[src/hdl/block_adpcm_decoder_assert.svh]
// Assertion macros for the block ADPCM decoder.
// Expects clk and arst_n in the scope of each use; no other dependencies.
`ifndef BLOCK_ADPCM_DECODER_ASSERT_SVH
`define BLOCK_ADPCM_DECODER_ASSERT_SVH
`ifndef SYNTHESIS
`define BADPCM_ASSERT_IMP(lbl, ante, cons, msg) \
	lbl: assert property (@(posedge clk) disable iff (!arst_n) (ante) |-> (cons)) \
		else $error(msg);
`define BADPCM_ASSERT_NXT(lbl, ante, cons, msg) \
	lbl: assert property (@(posedge clk) disable iff (!arst_n) (ante) |=> (cons)) \
		else $error(msg);
`else
`define BADPCM_ASSERT_IMP(lbl, ante, cons, msg)
`define BADPCM_ASSERT_NXT(lbl, ante, cons, msg)
`endif
`endif

[src/hdl/badpcm_pkg.sv]
`timescale 1ns / 1ps
// Shared types, codes and helper functions of the block ADPCM decoder.
// No dependencies.
package badpcm_pkg;

	localparam int CHAN_W = 4;
	localparam int SAMPLES_W = 11;

	localparam logic [1:0] MODE_TABLE = 2'd0;
	localparam logic [1:0] MODE_LINEAR = 2'd1;
	localparam logic [1:0] MODE_EXP = 2'd2;

	localparam logic OP_DATA = 1'b0;
	localparam logic OP_RESTART = 1'b1;

	localparam logic [2:0] REG_CODING_MODE = 3'd0;
	localparam logic [2:0] REG_COEF_FIRST = 3'd1;
	localparam logic [2:0] REG_COEF_SECOND = 3'd2;
	localparam logic [2:0] REG_SAMPLE_BITS = 3'd3;
	localparam logic [2:0] REG_BLOCK_BYTES = 3'd4;
	localparam logic [2:0] REG_CHANNEL_COUNT = 3'd5;

	localparam logic [3:0] CODE_MAX_BITS = 4'd8;
	localparam logic [7:0] BLOCK_MIN = 8'd3;
	localparam logic [12:0] SCALE_MASK = 13'h1fff;
	localparam logic [3:0] EXP_BASE = 4'd12;

	localparam logic [26:0] DIV3_MUL = 27'd10923;
	localparam logic [26:0] DIV5_MUL = 27'd6554;
	localparam logic [26:0] DIV7_MUL = 27'd9363;

	typedef struct packed {
		logic [1:0] coding_mode;
		logic signed [15:0] coef_first;
		logic signed [15:0] coef_second;
		logic [3:0] sample_bits;
		logic [7:0] block_bytes;
		logic [3:0] channel_count;
	} cfg_t;

	localparam cfg_t CFG_RESET = '{
		coding_mode: MODE_LINEAR,
		coef_first: 16'sd0,
		coef_second: 16'sd0,
		sample_bits: 4'd4,
		block_bytes: 8'd18,
		channel_count: 4'd1
	};

	typedef struct packed {
		logic signed [15:0] c0;
		logic signed [15:0] c1;
	} coef_pair_t;

	// one request for the back end: a code to decode, or a history clear
	typedef struct packed {
		logic restart;
		logic signed [7:0] code;
		logic [12:0] scale;
		coef_pair_t coef;
		logic [CHAN_W-1:0] chan;
		logic last;
		logic bend;
	} entry_t;

	typedef struct packed {
		logic busy;
		logic pos_zero;
	} front_stat_t;

	function automatic coef_pair_t fixed_pair(input logic [1:0] sel);
		coef_pair_t p;
		case (sel)
			2'd0: p = '{c0: 16'sd0, c1: 16'sd0};
			2'd1: p = '{c0: 16'sd3840, c1: 16'sd0};
			2'd2: p = '{c0: 16'sd7360, c1: -16'sd3328};
			2'd3: p = '{c0: 16'sd6272, c1: -16'sd3520};
			default: p = '{c0: 16'sd0, c1: 16'sd0};
		endcase
		return p;
	endfunction

	// body bits over code width, by reciprocal multiply for widths 3, 5, 6 and 7
	function automatic logic [SAMPLES_W-1:0] blk_samples(input logic [10:0] body,
			input logic [3:0] bits);
		logic [26:0] prod;
		logic [10:0] q;
		prod = '0;
		q = body;
		case (bits)
			4'd1: q = body;
			4'd2: q = body >> 1;
			4'd3: begin
				prod = 27'(body) * DIV3_MUL;
				q = prod[25:15];
			end
			4'd4: q = body >> 2;
			4'd5: begin
				prod = 27'(body) * DIV5_MUL;
				q = prod[25:15];
			end
			4'd6: begin
				prod = 27'(body >> 1) * DIV3_MUL;
				q = prod[25:15];
			end
			4'd7: begin
				prod = 27'(body) * DIV7_MUL;
				q = prod[26:16];
			end
			4'd8: q = body >> 3;
			default: q = body;
		endcase
		return q;
	endfunction

endpackage

[src/hdl/badpcm_queue.sv]
`timescale 1ns / 1ps
// Small flop-based request queue between the front and back ends.
// No dependencies.
module badpcm_queue #(
	parameter int W = 8,
	parameter int DEPTH = 4
) (
	input logic clk,
	input logic arst_n,
	input logic push,
	input logic [W-1:0] wdata,
	output logic full,
	input logic pop,
	output logic valid,
	output logic [W-1:0] rdata
);
	localparam int PW = (DEPTH > 1) ? $clog2(DEPTH) : 1;
	localparam int CW = $clog2(DEPTH + 1);

	logic [W-1:0] mem_q [DEPTH];
	logic [PW-1:0] head_q, tail_q;
	logic [CW-1:0] cnt_q;
	logic do_push, do_pop;

	assign full = (cnt_q == CW'(DEPTH));
	assign valid = (cnt_q != '0);
	assign rdata = mem_q[head_q];
	assign do_push = push && !full;
	assign do_pop = pop && valid;

	always_ff @(posedge clk or negedge arst_n) begin
		if (!arst_n) begin
			head_q <= '0;
			tail_q <= '0;
			cnt_q <= '0;
		end else begin
			if (do_push) begin
				tail_q <= (tail_q == PW'(DEPTH - 1)) ? '0 : tail_q + PW'(1);
			end
			if (do_pop) begin
				head_q <= (head_q == PW'(DEPTH - 1)) ? '0 : head_q + PW'(1);
			end
			if (do_push && !do_pop) begin
				cnt_q <= cnt_q + CW'(1);
			end else if (do_pop && !do_push) begin
				cnt_q <= cnt_q - CW'(1);
			end
		end
	end

	always_ff @(posedge clk) begin
		if (do_push) begin
			mem_q[tail_q] <= wdata;
		end
	end

endmodule

[src/hdl/badpcm_front.sv]
`timescale 1ns / 1ps
// Front end: takes stream bytes, tracks block position and header, and splits body
// bytes into one code request a cycle while the queue has room. Depends on badpcm_pkg.
module badpcm_front #(
	parameter int MAX_CHANNELS = 8,
	parameter int MAX_BLOCK_BYTES = 255
) (
	input logic clk,
	input logic arst_n,
	input badpcm_pkg::cfg_t cfg,
	input logic push,
	input logic operation,
	input logic [7:0] data_byte,
	output logic full,
	output logic q_push,
	output badpcm_pkg::entry_t q_wdata,
	input logic q_full,
	output badpcm_pkg::front_stat_t stat
);
	import badpcm_pkg::*;

	logic [7:0] pos_q, hdr_hi_q;
	logic [CHAN_W-1:0] chan_q, ext_ch_q;
	logic [12:0] scale_q;
	logic [1:0] tsel_q;
	logic [15:0] buf_q;
	logic [3:0] cnt_q;
	logic [SAMPLES_W-1:0] left_q;
	logic busy_q, end_pend_q;

	logic [3:0] bits_eff;
	logic [7:0] blen;
	logic [4:0] chans_eff, chan_next;
	logic [10:0] body_bits;
	logic [SAMPLES_W-1:0] spb;
	logic accept, restart, blk_end, starts, ext_fire, more;
	logic [15:0] nbuf, shifted;
	logic [3:0] ncnt, cnt_nx;
	logic [SAMPLES_W-1:0] left_nx;
	logic [12:0] field, hdr_scale;
	logic [7:0] mask8, code_raw, code_s;
	logic sign_bit;
	coef_pair_t pair;

	always_comb begin
		bits_eff = cfg.sample_bits;
		if (cfg.sample_bits == 4'd0) begin
			bits_eff = 4'd1;
		end else if (cfg.sample_bits > CODE_MAX_BITS) begin
			bits_eff = CODE_MAX_BITS;
		end
		blen = (cfg.block_bytes < BLOCK_MIN) ? BLOCK_MIN : cfg.block_bytes;
		if (int'(blen) > MAX_BLOCK_BYTES) begin
			blen = 8'(MAX_BLOCK_BYTES);
		end
		chans_eff = {1'b0, cfg.channel_count};
		if (cfg.channel_count == 4'd0) begin
			chans_eff = 5'd1;
		end else if (int'(cfg.channel_count) > MAX_CHANNELS) begin
			chans_eff = 5'(MAX_CHANNELS);
		end
	end

	assign body_bits = {blen - 8'd2, 3'b000};
	assign spb = blk_samples(body_bits, bits_eff);
	assign chan_next = {1'b0, chan_q} + 5'd1;

	assign full = busy_q || q_full;
	assign accept = push && !full;
	assign restart = accept && (operation == OP_RESTART);
	assign blk_end = ({1'b0, pos_q} + 9'd1) >= {1'b0, blen};

	// header: low 13 bits are the scale (an exponent in exp mode), bits 14..13 pick the table pair
	assign field = {hdr_hi_q[4:0], data_byte} & SCALE_MASK;
	assign hdr_scale = (field > 13'(EXP_BASE)) ? 13'd0 : (13'd1 << (EXP_BASE - field[3:0]));

	assign nbuf = {buf_q[7:0], data_byte};
	assign ncnt = cnt_q + 4'd8;
	assign starts = (pos_q > 8'd1) && (left_q != '0) && (ncnt >= bits_eff);

	// code extraction, MSB first
	always_comb begin
		shifted = buf_q >> (cnt_q - bits_eff);
		mask8 = 8'hff >> (CODE_MAX_BITS - bits_eff);
		code_raw = shifted[7:0] & mask8;
		sign_bit = code_raw[3'(bits_eff - 4'd1)];
		code_s = sign_bit ? (code_raw | ~mask8) : code_raw;
		cnt_nx = cnt_q - bits_eff;
		left_nx = left_q - SAMPLES_W'(1);
		more = (cnt_nx >= bits_eff) && (left_nx != '0);
		if (cfg.coding_mode == MODE_TABLE) begin
			pair = fixed_pair(tsel_q);
		end else begin
			pair = '{c0: cfg.coef_first, c1: cfg.coef_second};
		end
	end

	assign ext_fire = busy_q && !q_full;
	assign q_push = ext_fire || restart;

	always_comb begin
		q_wdata = '0;
		if (busy_q) begin
			q_wdata.code = code_s;
			q_wdata.scale = scale_q;
			q_wdata.coef = pair;
			q_wdata.chan = ext_ch_q;
			q_wdata.last = !more;
			q_wdata.bend = (left_nx == '0);
		end else begin
			q_wdata.restart = 1'b1;
		end
	end

	assign stat.busy = busy_q;
	assign stat.pos_zero = (pos_q == 8'd0);

	always_ff @(posedge clk or negedge arst_n) begin
		if (!arst_n) begin
			pos_q <= '0;
			hdr_hi_q <= '0;
			chan_q <= '0;
			ext_ch_q <= '0;
			scale_q <= '0;
			tsel_q <= '0;
			buf_q <= '0;
			cnt_q <= '0;
			left_q <= '0;
			busy_q <= 1'b0;
			end_pend_q <= 1'b0;
		end else if (restart) begin
			pos_q <= '0;
			hdr_hi_q <= '0;
			chan_q <= '0;
			scale_q <= '0;
			tsel_q <= '0;
			buf_q <= '0;
			cnt_q <= '0;
			left_q <= '0;
			busy_q <= 1'b0;
			end_pend_q <= 1'b0;
		end else if (accept) begin
			if (pos_q == 8'd0) begin
				hdr_hi_q <= data_byte;
			end else if (pos_q == 8'd1) begin
				tsel_q <= hdr_hi_q[6:5];
				scale_q <= (cfg.coding_mode == MODE_EXP) ? hdr_scale : field;
				buf_q <= '0;
				cnt_q <= '0;
				left_q <= spb;
			end else if (left_q != '0) begin
				buf_q <= nbuf;
				cnt_q <= ncnt;
				if (starts) begin
					busy_q <= 1'b1;
					ext_ch_q <= chan_q;
					end_pend_q <= blk_end;
				end
			end
			if (blk_end) begin
				chan_q <= (chan_next >= chans_eff) ? '0 : chan_next[CHAN_W-1:0];
				pos_q <= '0;
				// hold the bits until extraction of this byte finishes
				if (!starts) begin
					buf_q <= '0;
					cnt_q <= '0;
					left_q <= '0;
				end
			end else begin
				pos_q <= pos_q + 8'd1;
			end
		end else if (ext_fire) begin
			cnt_q <= cnt_nx;
			left_q <= left_nx;
			if (!more) begin
				busy_q <= 1'b0;
				if (end_pend_q) begin
					buf_q <= '0;
					cnt_q <= '0;
					left_q <= '0;
					end_pend_q <= 1'b0;
				end
			end
		end
	end

endmodule

[src/hdl/badpcm_back.sv]
`timescale 1ns / 1ps
// Back end: per-channel history, two-tap prediction, scaling and saturation,
// plus the result register. Depends on badpcm_pkg.
module badpcm_back #(
	parameter int MAX_CHANNELS = 8
) (
	input logic clk,
	input logic arst_n,
	input logic q_valid,
	input badpcm_pkg::entry_t q_rdata,
	output logic q_pop,
	output logic empty,
	input logic pop,
	output logic signed [15:0] sample,
	output logic [2:0] channel,
	output logic last_of_run,
	output logic block_end
);
	import badpcm_pkg::*;

	localparam int IDX_W = (MAX_CHANNELS > 1) ? $clog2(MAX_CHANNELS) : 1;

	logic signed [15:0] hist_new_q [MAX_CHANNELS];
	logic signed [15:0] hist_old_q [MAX_CHANNELS];

	logic s1_valid_q;
	logic signed [31:0] p0_s1, p1_s1;
	logic signed [21:0] dv_s1;
	logic [CHAN_W-1:0] ch_s1;
	logic last_s1, bend_s1;

	logic out_valid_q;
	logic signed [15:0] sample_q;
	logic [2:0] chan_q;
	logic last_q, bend_q;

	logic take, fire_b;
	logic [IDX_W-1:0] idx, idx_s1;
	logic signed [15:0] h0, h1;
	logic signed [31:0] p0, p1;
	logic signed [21:0] dv;
	logic signed [32:0] sum;
	logic signed [22:0] v;
	logic signed [15:0] v_sat;

	// one sample at a time: the next one may need this one's history
	assign take = q_valid && !s1_valid_q;
	assign q_pop = take;
	assign idx = q_rdata.chan[IDX_W-1:0];
	assign h0 = hist_new_q[idx];
	assign h1 = hist_old_q[idx];

	always_comb begin
		p0 = $signed({{16{q_rdata.coef.c0[15]}}, q_rdata.coef.c0}) * $signed({{16{h0[15]}}, h0});
		p1 = $signed({{16{q_rdata.coef.c1[15]}}, q_rdata.coef.c1}) * $signed({{16{h1[15]}}, h1});
		dv = $signed({{14{q_rdata.code[7]}}, q_rdata.code}) * $signed({9'b0, q_rdata.scale});
	end

	assign fire_b = s1_valid_q && (!out_valid_q || pop);
	assign idx_s1 = ch_s1[IDX_W-1:0];

	// floor shift of the prediction is an arithmetic drop of 12 bits
	always_comb begin
		sum = $signed({p0_s1[31], p0_s1}) + $signed({p1_s1[31], p1_s1});
		v = $signed({dv_s1[21], dv_s1}) + $signed({{2{sum[32]}}, sum[32:12]});
		if (v > 23'sd32767) begin
			v_sat = 16'sh7fff;
		end else if (v < -23'sd32768) begin
			v_sat = -16'sh8000;
		end else begin
			v_sat = v[15:0];
		end
	end

	always_ff @(posedge clk or negedge arst_n) begin
		if (!arst_n) begin
			s1_valid_q <= 1'b0;
			out_valid_q <= 1'b0;
			for (int i = 0; i < MAX_CHANNELS; i++) begin
				hist_new_q[i] <= '0;
				hist_old_q[i] <= '0;
			end
		end else begin
			if (take) begin
				s1_valid_q <= !q_rdata.restart;
				if (q_rdata.restart) begin
					for (int i = 0; i < MAX_CHANNELS; i++) begin
						hist_new_q[i] <= '0;
						hist_old_q[i] <= '0;
					end
				end
			end else if (fire_b) begin
				s1_valid_q <= 1'b0;
				hist_new_q[idx_s1] <= v_sat;
				hist_old_q[idx_s1] <= hist_new_q[idx_s1];
			end
			if (fire_b) begin
				out_valid_q <= 1'b1;
			end else if (pop) begin
				out_valid_q <= 1'b0;
			end
		end
	end

	always_ff @(posedge clk) begin
		if (take) begin
			p0_s1 <= p0;
			p1_s1 <= p1;
			dv_s1 <= dv;
			ch_s1 <= q_rdata.chan;
			last_s1 <= q_rdata.last;
			bend_s1 <= q_rdata.bend;
		end
		if (fire_b) begin
			sample_q <= v_sat;
			chan_q <= ch_s1[2:0];
			last_q <= last_s1;
			bend_q <= bend_s1;
		end
	end

	assign empty = !out_valid_q;
	assign sample = sample_q;
	assign channel = chan_q;
	assign last_of_run = last_q;
	assign block_end = bend_q;

endmodule

[src/hdl/block_adpcm_decoder.sv]
// Each code of an accepted byte goes through the front end, the request queue and the back
// end's stage-one register into the result register. The back end takes a new sample only
// once the last has left stage one (history loop: multiply, then add and saturate); the
// front end takes no new byte while splitting one. Header bytes and bytes past the last
// sample give no result. Reset (arst_n low, asynchronous) loads register defaults and clears
// all stream state and history at once; no clearing pass follows.
`timescale 1ns / 1ps
// Top level: configuration registers, front end, request queue and back end.
// Depends on badpcm_pkg, badpcm_front, badpcm_queue, badpcm_back and block_adpcm_decoder_assert.svh.
`include "block_adpcm_decoder_assert.svh"
module block_adpcm_decoder #(
	parameter int MAX_CHANNELS = 8,
	parameter int MAX_BLOCK_BYTES = 255,
	parameter int QUEUE_DEPTH = 4
) (
	input logic clk,
	input logic arst_n,
	input logic push,
	input logic operation,
	input logic [7:0] data_byte,
	output logic full,
	output logic empty,
	input logic pop,
	output logic signed [15:0] sample,
	output logic [2:0] channel,
	output logic last_of_run,
	output logic block_end,
	input logic cfg_valid,
	output logic cfg_ready,
	input logic [2:0] cfg_addr,
	input logic [15:0] cfg_data
);
	import badpcm_pkg::*;

	cfg_t cfg_q;
	logic q_push, q_full, q_valid, q_pop;
	entry_t q_wdata, q_rdata;
	front_stat_t front_stat;

	assign cfg_ready = 1'b1;

	always_ff @(posedge clk or negedge arst_n) begin
		if (!arst_n) begin
			cfg_q <= CFG_RESET;
		end else if (cfg_valid && cfg_ready) begin
			case (cfg_addr)
				REG_CODING_MODE: cfg_q.coding_mode <= cfg_data[1:0];
				REG_COEF_FIRST: cfg_q.coef_first <= cfg_data;
				REG_COEF_SECOND: cfg_q.coef_second <= cfg_data;
				REG_SAMPLE_BITS: cfg_q.sample_bits <= cfg_data[3:0];
				REG_BLOCK_BYTES: cfg_q.block_bytes <= cfg_data[7:0];
				REG_CHANNEL_COUNT: cfg_q.channel_count <= cfg_data[3:0];
				default: ;
			endcase
		end
	end

	badpcm_front #(
		.MAX_CHANNELS(MAX_CHANNELS),
		.MAX_BLOCK_BYTES(MAX_BLOCK_BYTES)
	) u_front (
		.clk(clk),
		.arst_n(arst_n),
		.cfg(cfg_q),
		.push(push),
		.operation(operation),
		.data_byte(data_byte),
		.full(full),
		.q_push(q_push),
		.q_wdata(q_wdata),
		.q_full(q_full),
		.stat(front_stat)
	);

	badpcm_queue #(
		.W($bits(entry_t)),
		.DEPTH(QUEUE_DEPTH)
	) u_queue (
		.clk(clk),
		.arst_n(arst_n),
		.push(q_push),
		.wdata(q_wdata),
		.full(q_full),
		.pop(q_pop),
		.valid(q_valid),
		.rdata(q_rdata)
	);

	badpcm_back #(
		.MAX_CHANNELS(MAX_CHANNELS)
	) u_back (
		.clk(clk),
		.arst_n(arst_n),
		.q_valid(q_valid),
		.q_rdata(q_rdata),
		.q_pop(q_pop),
		.empty(empty),
		.pop(pop),
		.sample(sample),
		.channel(channel),
		.last_of_run(last_of_run),
		.block_end(block_end)
	);

	`BADPCM_ASSERT_IMP(a_queue_no_overflow, q_push, !q_full, "request pushed into a full queue")
	`BADPCM_ASSERT_IMP(a_block_end_last, !empty && block_end, last_of_run, "block end not last of run")
	`BADPCM_ASSERT_NXT(a_restart_rewinds, push && !full && operation == OP_RESTART, front_stat.pos_zero && !front_stat.busy, "restart did not rewind the block position")

endmodule
[config.mk]
export PLATFORM = sky130hd
export DESIGN_NAME = block_adpcm_decoder
export DESIGN_NICKNAME = d
export VERILOG_FILES = /design/src/hdl/badpcm_pkg.sv /design/src/hdl/badpcm_queue.sv /design/src/hdl/badpcm_front.sv /design/src/hdl/badpcm_back.sv /design/src/hdl/block_adpcm_decoder.sv
export VERILOG_INCLUDE_DIRS = /design/src /design/src/hdl
export SDC_FILE = /design/constraint.sdc
export NUM_CORES = 2
export LEC_CHECK = 0
export ABC_AREA = 1
export BUFFER_PORTS_ARGS = -buffer_cell sky130_fd_sc_hd__clkbuf_2
export CORE_MARGIN = 2
export CORE_UTILIZATION = 63
export DETAILED_ROUTE_END_ITERATION = 6
export PLACE_DENSITY = 0.79
export SYNTH_ARGS = -nofsm -noshare
export SYNTH_HDL_FRONTEND = slang
export SYNTH_SLANG_ARGS = --single-unit
[constraint.sdc]
create_clock -name clk -period 12.8 [get_ports clk]
set_clock_uncertainty 0.1 [all_clocks]
set_input_delay 0.64 -clock clk [delete_from_list [all_inputs] [get_ports clk]]
set_output_delay 0.64 -clock clk [all_outputs]
set_load 0.01 [all_outputs]
# --- Word-level counts from Yosys, hierarchy flattened ---
# Memories as Yosys holds them, arrays and structs flattened.
# Cells that the tools add are included.
op_classes:
  add_sub_neg: 16
  mux: 106
  mul: 7
  bitwise: 8
  n_reduce_logical: 56
  n_eq_ne: 27
  shift: 3
  n_lt_le_gt_ge: 15
op_table:
  columns: ["operator", "count"]
  rows:
  - ["128-bit two-way mux", 5]
  - ["16-bit two-way mux", 19]
  - ["128-bit bitwise mux", 2]
  - ["16-bit binary-select mux with 3-bit select", 3]
  - ["32-bit one-hot mux with 4 select lines", 1]
  - ["11-bit two-way mux", 9]
  - ["13-bit two-way mux", 6]
  - ["11-bit one-hot mux with 7 select lines", 1]
  - ["4-bit two-way mux", 18]
  - ["8-bit by 14-bit multiplier with 22-bit output, second input constant", 3]
  - ["16-bit by 16-bit multiplier with 32-bit output", 2]
  - ["59-bit two-way mux", 1]
  - ["16-bit demux with 3-bit select", 1]
  - ["8-bit two-way mux", 5]
  - ["32-bit by 32-bit adder with 33-bit output", 1]
  - ["32-bit two-way mux", 1]
  - ["22-bit by 21-bit adder with 23-bit output", 1]
  - ["23-bit by 16-bit > comparator with 1-bit output, second input constant", 1]
  - ["23-bit by 16-bit < comparator with 1-bit output, second input constant", 1]
  - ["8-bit by 14-bit multiplier with 22-bit output", 1]
  - ["1-bit two-way mux", 22]
  - ["11-bit nonzero test", 2]
  - ["7-bit two-way mux", 3]
  - ["8-bit by 12-bit multiplier with 20-bit output, second input constant", 1]
  - ["57 further kinds", 128]
totals:
  ram_bits: 240
  out_inout_bits: 24
  word_cells: 287
  ff_bits: 498
  mem_count: 1
  input_bits: 33
memory_table:
  columns: ["memory", "depth", "width", "read_ports", "rd_clocked_by_memory_dff", "wr", "line", "rtl"]
  rows:
  - ["u_queue.mem_q", 4, 60, 1, 0, 1, "badpcm_queue.sv:20", "logic [W-1:0] mem_q [DEPTH];"]

# --- Depth between registers and ports, before layout ---
depth:
  ltp_word: 11
  depth_mapped: 38
  ltp_nobuf: 35

# --- Hierarchy ---
# From an unflattened synthesis, not the netlist that was laid out.
hier_totals:
  hier_cells: 7906
  area_unflattened_um2: 66309.8
by_module_without_submodules:
  columns: ["mod", "cells_each", "seq_area_each_um2", "area_each_um2", "n_inst"]
  rows:
  - ["badpcm_back", 5129, 9819.4, 42289.3, 1]
  - ["badpcm_front", 1787, 1776.7, 11631.2, 1]
  - ["badpcm_queue", 760, 7382.1, 10329.9, 1]
  - ["block_adpcm_decoder", 230, 1257.5, 2059.5, 1]

# --- Least setup slack after synthesis ---
# No wires, ideal clock.
synth_path:
  path_kind: "reg2reg"
  startpoint: "register u_queue.head_q[0]"
  endpoint: "register u_back.p1_s1[29], data pin"
  path_buffers: 3
  path_slack_ns: 5.728
  synth_period_minus_slack_ns: 7.072
  setup_ns: 0.262
  t_arrival_ns: 6.710
  t_required_ns: 12.438
  stages_incl_launch_ff: 29
  cell_sequence: "dfrtp_1 > inv_1 > buf_4 > nand2_1 > a32oi_2 > inv_2 > buf_4 > clkbuf_1 > o21ai_1 > inv_1 > o21ai_2 > nor2_1 > fa_1 > fa_1 > inv_1 > fa_1 > fa_1 > fa_1 > fa_1 > inv_1 > ha_1 > nand2_1 > nor4_1 > nand3_1 > nand3_1 > nand3_1 > nand2_1 > a21oi_1 > xor2_1"
synth_between:
  elab_chain_cells: 6
synth_rtl:
  columns: ["element", "line", "rtl"]
  rows:
  - ["start: declaration", "badpcm_queue.sv:21", "logic [PW-1:0] head_q, tail_q;"]
  - ["start signal: assignment", "badpcm_queue.sv:41", "head_q <= (head_q == PW'(DEPTH - 1)) ? '0 : head_q + PW'(1);"]
  - ["memory read 4 x 60 bit *", null, null]
  - ["3-bit inverter with 4-bit output (not written as such)", "badpcm_back.sv:51", "assign h1 = hist_old_q[idx];"]
  - ["16-bit binary-select mux with 3-bit select", "badpcm_back.sv:51", null]
  - ["16-bit two-way mux (not written as such) (2 in series)", "badpcm_back.sv:51", null]
  - ["16-bit by 16-bit multiplier with 32-bit output *", "badpcm_back.sv:55", "p1 = $signed({{16{q_rdata.coef.c1[15]}}, q_rdata.coef.c1}) * $signed({{16{h1[15]}}, h1});"]
  - ["net u_back.p1[29]", "badpcm_back.sv:40", "logic signed [31:0] p0, p1;"]
  - ["end signal: assignment", "badpcm_back.sv:108", "p1_s1 <= p1;"]
  - ["end: declaration", "badpcm_back.sv:27", "logic signed [31:0] p0_s1, p1_s1;"]
# The timed path passes the listed nets; every way through them passes the cells marked *. The select of a mux whose other input is x is not followed.
# A chain may end at the register's enable or synchronous reset.

# --- Worst setup path in the final report ---
layout_path:
  startpoint: "register u_queue.head_q[0]"
  endpoint: "register u_back.p0_s1[28], data pin"
layout_between:
  elab_chain_cells: 6
layout_rtl:
  columns: ["element", "line", "rtl"]
  rows:
  - ["memory read 4 x 60 bit *", null, null]
  - ["3-bit inverter with 4-bit output (not written as such)", "badpcm_back.sv:50", "assign h0 = hist_new_q[idx];"]
  - ["16-bit binary-select mux with 3-bit select", "badpcm_back.sv:50", null]
  - ["16-bit two-way mux (not written as such) (2 in series)", "badpcm_back.sv:50", null]
  - ["16-bit by 16-bit multiplier with 32-bit output *", "badpcm_back.sv:54", "p0 = $signed({{16{q_rdata.coef.c0[15]}}, q_rdata.coef.c0}) * $signed({{16{h0[15]}}, h0});"]
  - ["net u_back.p0[28]", "badpcm_back.sv:40", null]
  - ["end signal: assignment", "badpcm_back.sv:107", "p0_s1 <= p0;"]
  - ["end: declaration", "badpcm_back.sv:27", null]
# Marks and branches as above.

==> results.md <==
* Status: finished clean
* WHS Endpoint: cfg_q[47]
* Mapped Area at 63500 µm²
* Placer congestion estimate at 0.990
* Post-synthesis instance total at 7324
* R2R Setup Slk at 2.51 ns
* Mean Syn Cell Area at 8.68 µm²
* Worst path required time at 13.09 ns
* Total GRT Usage at 34.9%
* Post-synth top flop: dfrtp_1
* CP Class: flip-flop to flip-flop
* Seq/Total Area, Yosys at 31.6%
* Most frequent cells in the layout: nand2_1, inv_1, nor2_1, fa_1, ha_1
* Post-Syn Nets at 8428
* Arr. time, crit path at ~11 ns
* Via count at ~52000
* Clock buffer depth at 3
* CTS tree: built
* Area of the multi-input gates at 37600 µm²
* Synthesis-to-layout area growth at 6.56%
* Final slew viol count at 0
* Register Area at 20100 µm²
* Worst Hold Launch: cfg_data[15]
* Tmin final at 10.29 ns
* Layout cells sized above 1 at 6.33%
* Slew margin rel. at 4.07%
* Setup TNS at 0 ns
* Initial drt markers at 5697
* RR Endpoint: u_back.p0_s1[28]
* Antenna violations before repair at 1
* H-tree depth at 3
* Setup bufs post-CTS at 0
* CP max FO at 56
* Die area at 103000 µm²
* Total Nets Final at roughly 8400
* Reg2reg start: u_queue.head_q[0]
* ANT cells at 0
* Asr flop ratio synth at a little over half
* Clock Pin Slew Worst Setup and Hold Paths at 0.06 ns
* Largest net degree at the start of global routing at 153
* Core footprint at 100000 µm²
* Worst-margin pin slew at around 1.4 ns
* RSZ-0062 raised after global routing: false
* Clock latency on the worst-skew pair at between 0.6 and 0.7 ns
* Critical Path Most Common Cell: fa_1
* Final setup violation count at 0
* WL final at about 180 mm
* Vias/cell at 5.94
* Vias in the first global route at 51500
* Max Fclk at 0.0972 GHz
* Global-route wire length before repair at 280 mm
* Hpwl dp at 133 mm
* Detailed-route wire length per cell at 20.5 µm
* Synth Warn # at 0
* Starting density of the core at 63.5%
* Max-cap viol count at 0
* Reg2Reg Depth at 29
* 1st-pass router iterations at 7
* IO buf count at 55
* Number of synthesized flops with an enable pin at around 350
* Die W at 322 µm
* Clk root buf: clkbuf_16
* Crit path capture type: flip-flop
* Routed Antenna Nets at 0
* Number of CTS-inserted buffers at 79
* CP max stage cell: dfrtp_4
* Row count at around 120
* Yosys reg bits at 733
* Most common cell after layout, fill and taps aside: nand2_1
* Hold Crit Class: input pin to flip-flop
* DRC Markers at 0
* Distinct cells, synth at 74
* Clock tree sinks at around 730
* Period utilization at 80.4%
* Die height at 322 µm
* Final hold vios at 0
* Gr ovfl total at 0
* CP max stage delay at slightly below 0.8 ns
* Top Ports at 57
* Crit path launch type: flip-flop
* FILL cells at 7843
* Hold path depth at 3
[kinds of logic (layout without fill, tap and decap cells)]
logic type	Yosys count	after routing	synth area share, %
xor gates and xnor gates	166	166	2.32
AOI/OAI and AO/OA	1147	1147	10.9
DFF	733	733	31.6
other	1	1	0.00590
muxes	4	4	0.0630
and+or+nand+nor	2700	2700	17.3
buffers and inverters	1502	1575	9.26
adders and majority gates	1071	1071	28.5
[synthesized netlist by cell type, drive strengths merged, types with 16 or more instances]
cell | number | share of area (%)
a21boi | 17 | 0.20
a21o | 18 | 0.21
a21oi | 281 | 2.2
a221oi | 24 | 0.33
a31oi | 18 | 0.24
a32oi | 55 | 0.88
buf | 107 | 0.93
clkbuf | 101 | 0.60
dfrtp | 380 | 15
edfxtp | 348 | 16
fa | 631 | 20
ha | 440 | 8.7
inv | 1276 | 7.5
nand2 | 1645 | 10
nand3 | 173 | 1.4
nand4 | 41 | 0.40
nor2 | 703 | 4.2
nor3 | 36 | 0.35
o211ai | 59 | 0.70
o21a | 17 | 0.20
o21ai | 476 | 3.8
o21bai | 16 | 0.19
o22ai | 113 | 1.1
or2 | 76 | 0.75
xnor2 | 61 | 0.84
xor2 | 105 | 1.5
[what timing repair did]
item | 4_1_cts | 5_1_grt
resized for setup | 0 | 0
hold endpoints to repair | 87 | 0
hold buffers | 1 | 0
[through the flow]
step	worst slack [ns]	area [µm²]	cells	util, %	hold slack (ns)
floorplan	5.73	63500	7324	-	0.244
CTS	2.62	67700	8695	67.7	0.150
global placement	2.90	65100	8546	65.1	0.362
detailed placement	2.64	65100	8546	65.1	0.362
finish	2.51	67700	8695	67.7	0.169
global route	1.91	67700	8695	67.7	0.175
[flip-flops by register name, summed over array words and instances (netlist names), 8 cells and up]
signal	count
cfg_q	50
u_back.p0_s1	32
u_queue.mem_q	236
u_front.buf_q	16
u_front.left_q	11
u_front.pos_q	8
u_front.scale_q	13
u_back.dv_s1	22
u_back.sample	16
u_back.hist_new_q	128
u_back.hist_old_q	128
u_back.p1_s1	32
[final cells by class]
| class | instances | area share, % |
|---|---|---|
| Sequential cell | 733 | 29.7 |
| Tap cell | 1298 | 2.40 |
| Timing Repair Buffer | 141 | 1.40 |
| Multi-Input combinational cell | 5089 | 55.6 |
| Clock buffer | 113 | 3.33 |
| Clock inverter | 35 | 0.508 |
| Inverter | 1286 | 7.14 |
[worst max-delay path, delay by kind of cell, from the launching register on]
kind	cells	cell delay [ns]
DFF	1	0.78
AOI/OAI and AO/OA	7	1.84
adders and majority gates	7	3.14
and+or+nand+nor	6	1.25
buffers and inverters	8	2.77
xor gates and xnor gates	1	0.10
[worst max path at each step]
| stage | start | to | slack (ns) | cells after the start |
|---|---|---|---|---|
| 2_1_floorplan | u_queue.head_q[0] | u_back.p1_s1[29] | 5.73 | 28 |
| 3_3_place_gp | u_queue.head_q[0] | u_back.p0_s1[28] | 2.90 | 29 |
| 3_5_place_dp | u_queue.head_q[0] | u_back.p0_s1[28] | 2.64 | 29 |
| 4_1_cts | u_queue.head_q[0] | u_back.p0_s1[28] | 2.62 | 29 |
| 5_1_grt | u_queue.head_q[0] | u_back.p0_s1[28] | 1.91 | 29 |
| 6_report | u_queue.head_q[0] | u_back.p0_s1[28] | 2.51 | 29 |
[routing by layer]
metal  up-vias  track usage, %  wire [µm]
li1      23400               -          -
met1     24900            45.4      67200
met2      2695            55.1      81300
met3       668            6.62      17700
met4         0            20.1      11800
met5         -               0          0
Power is left out: the tool's default activity adds up to more than one toggle a clock period on the data nets, which glitch-free logic cannot reach.
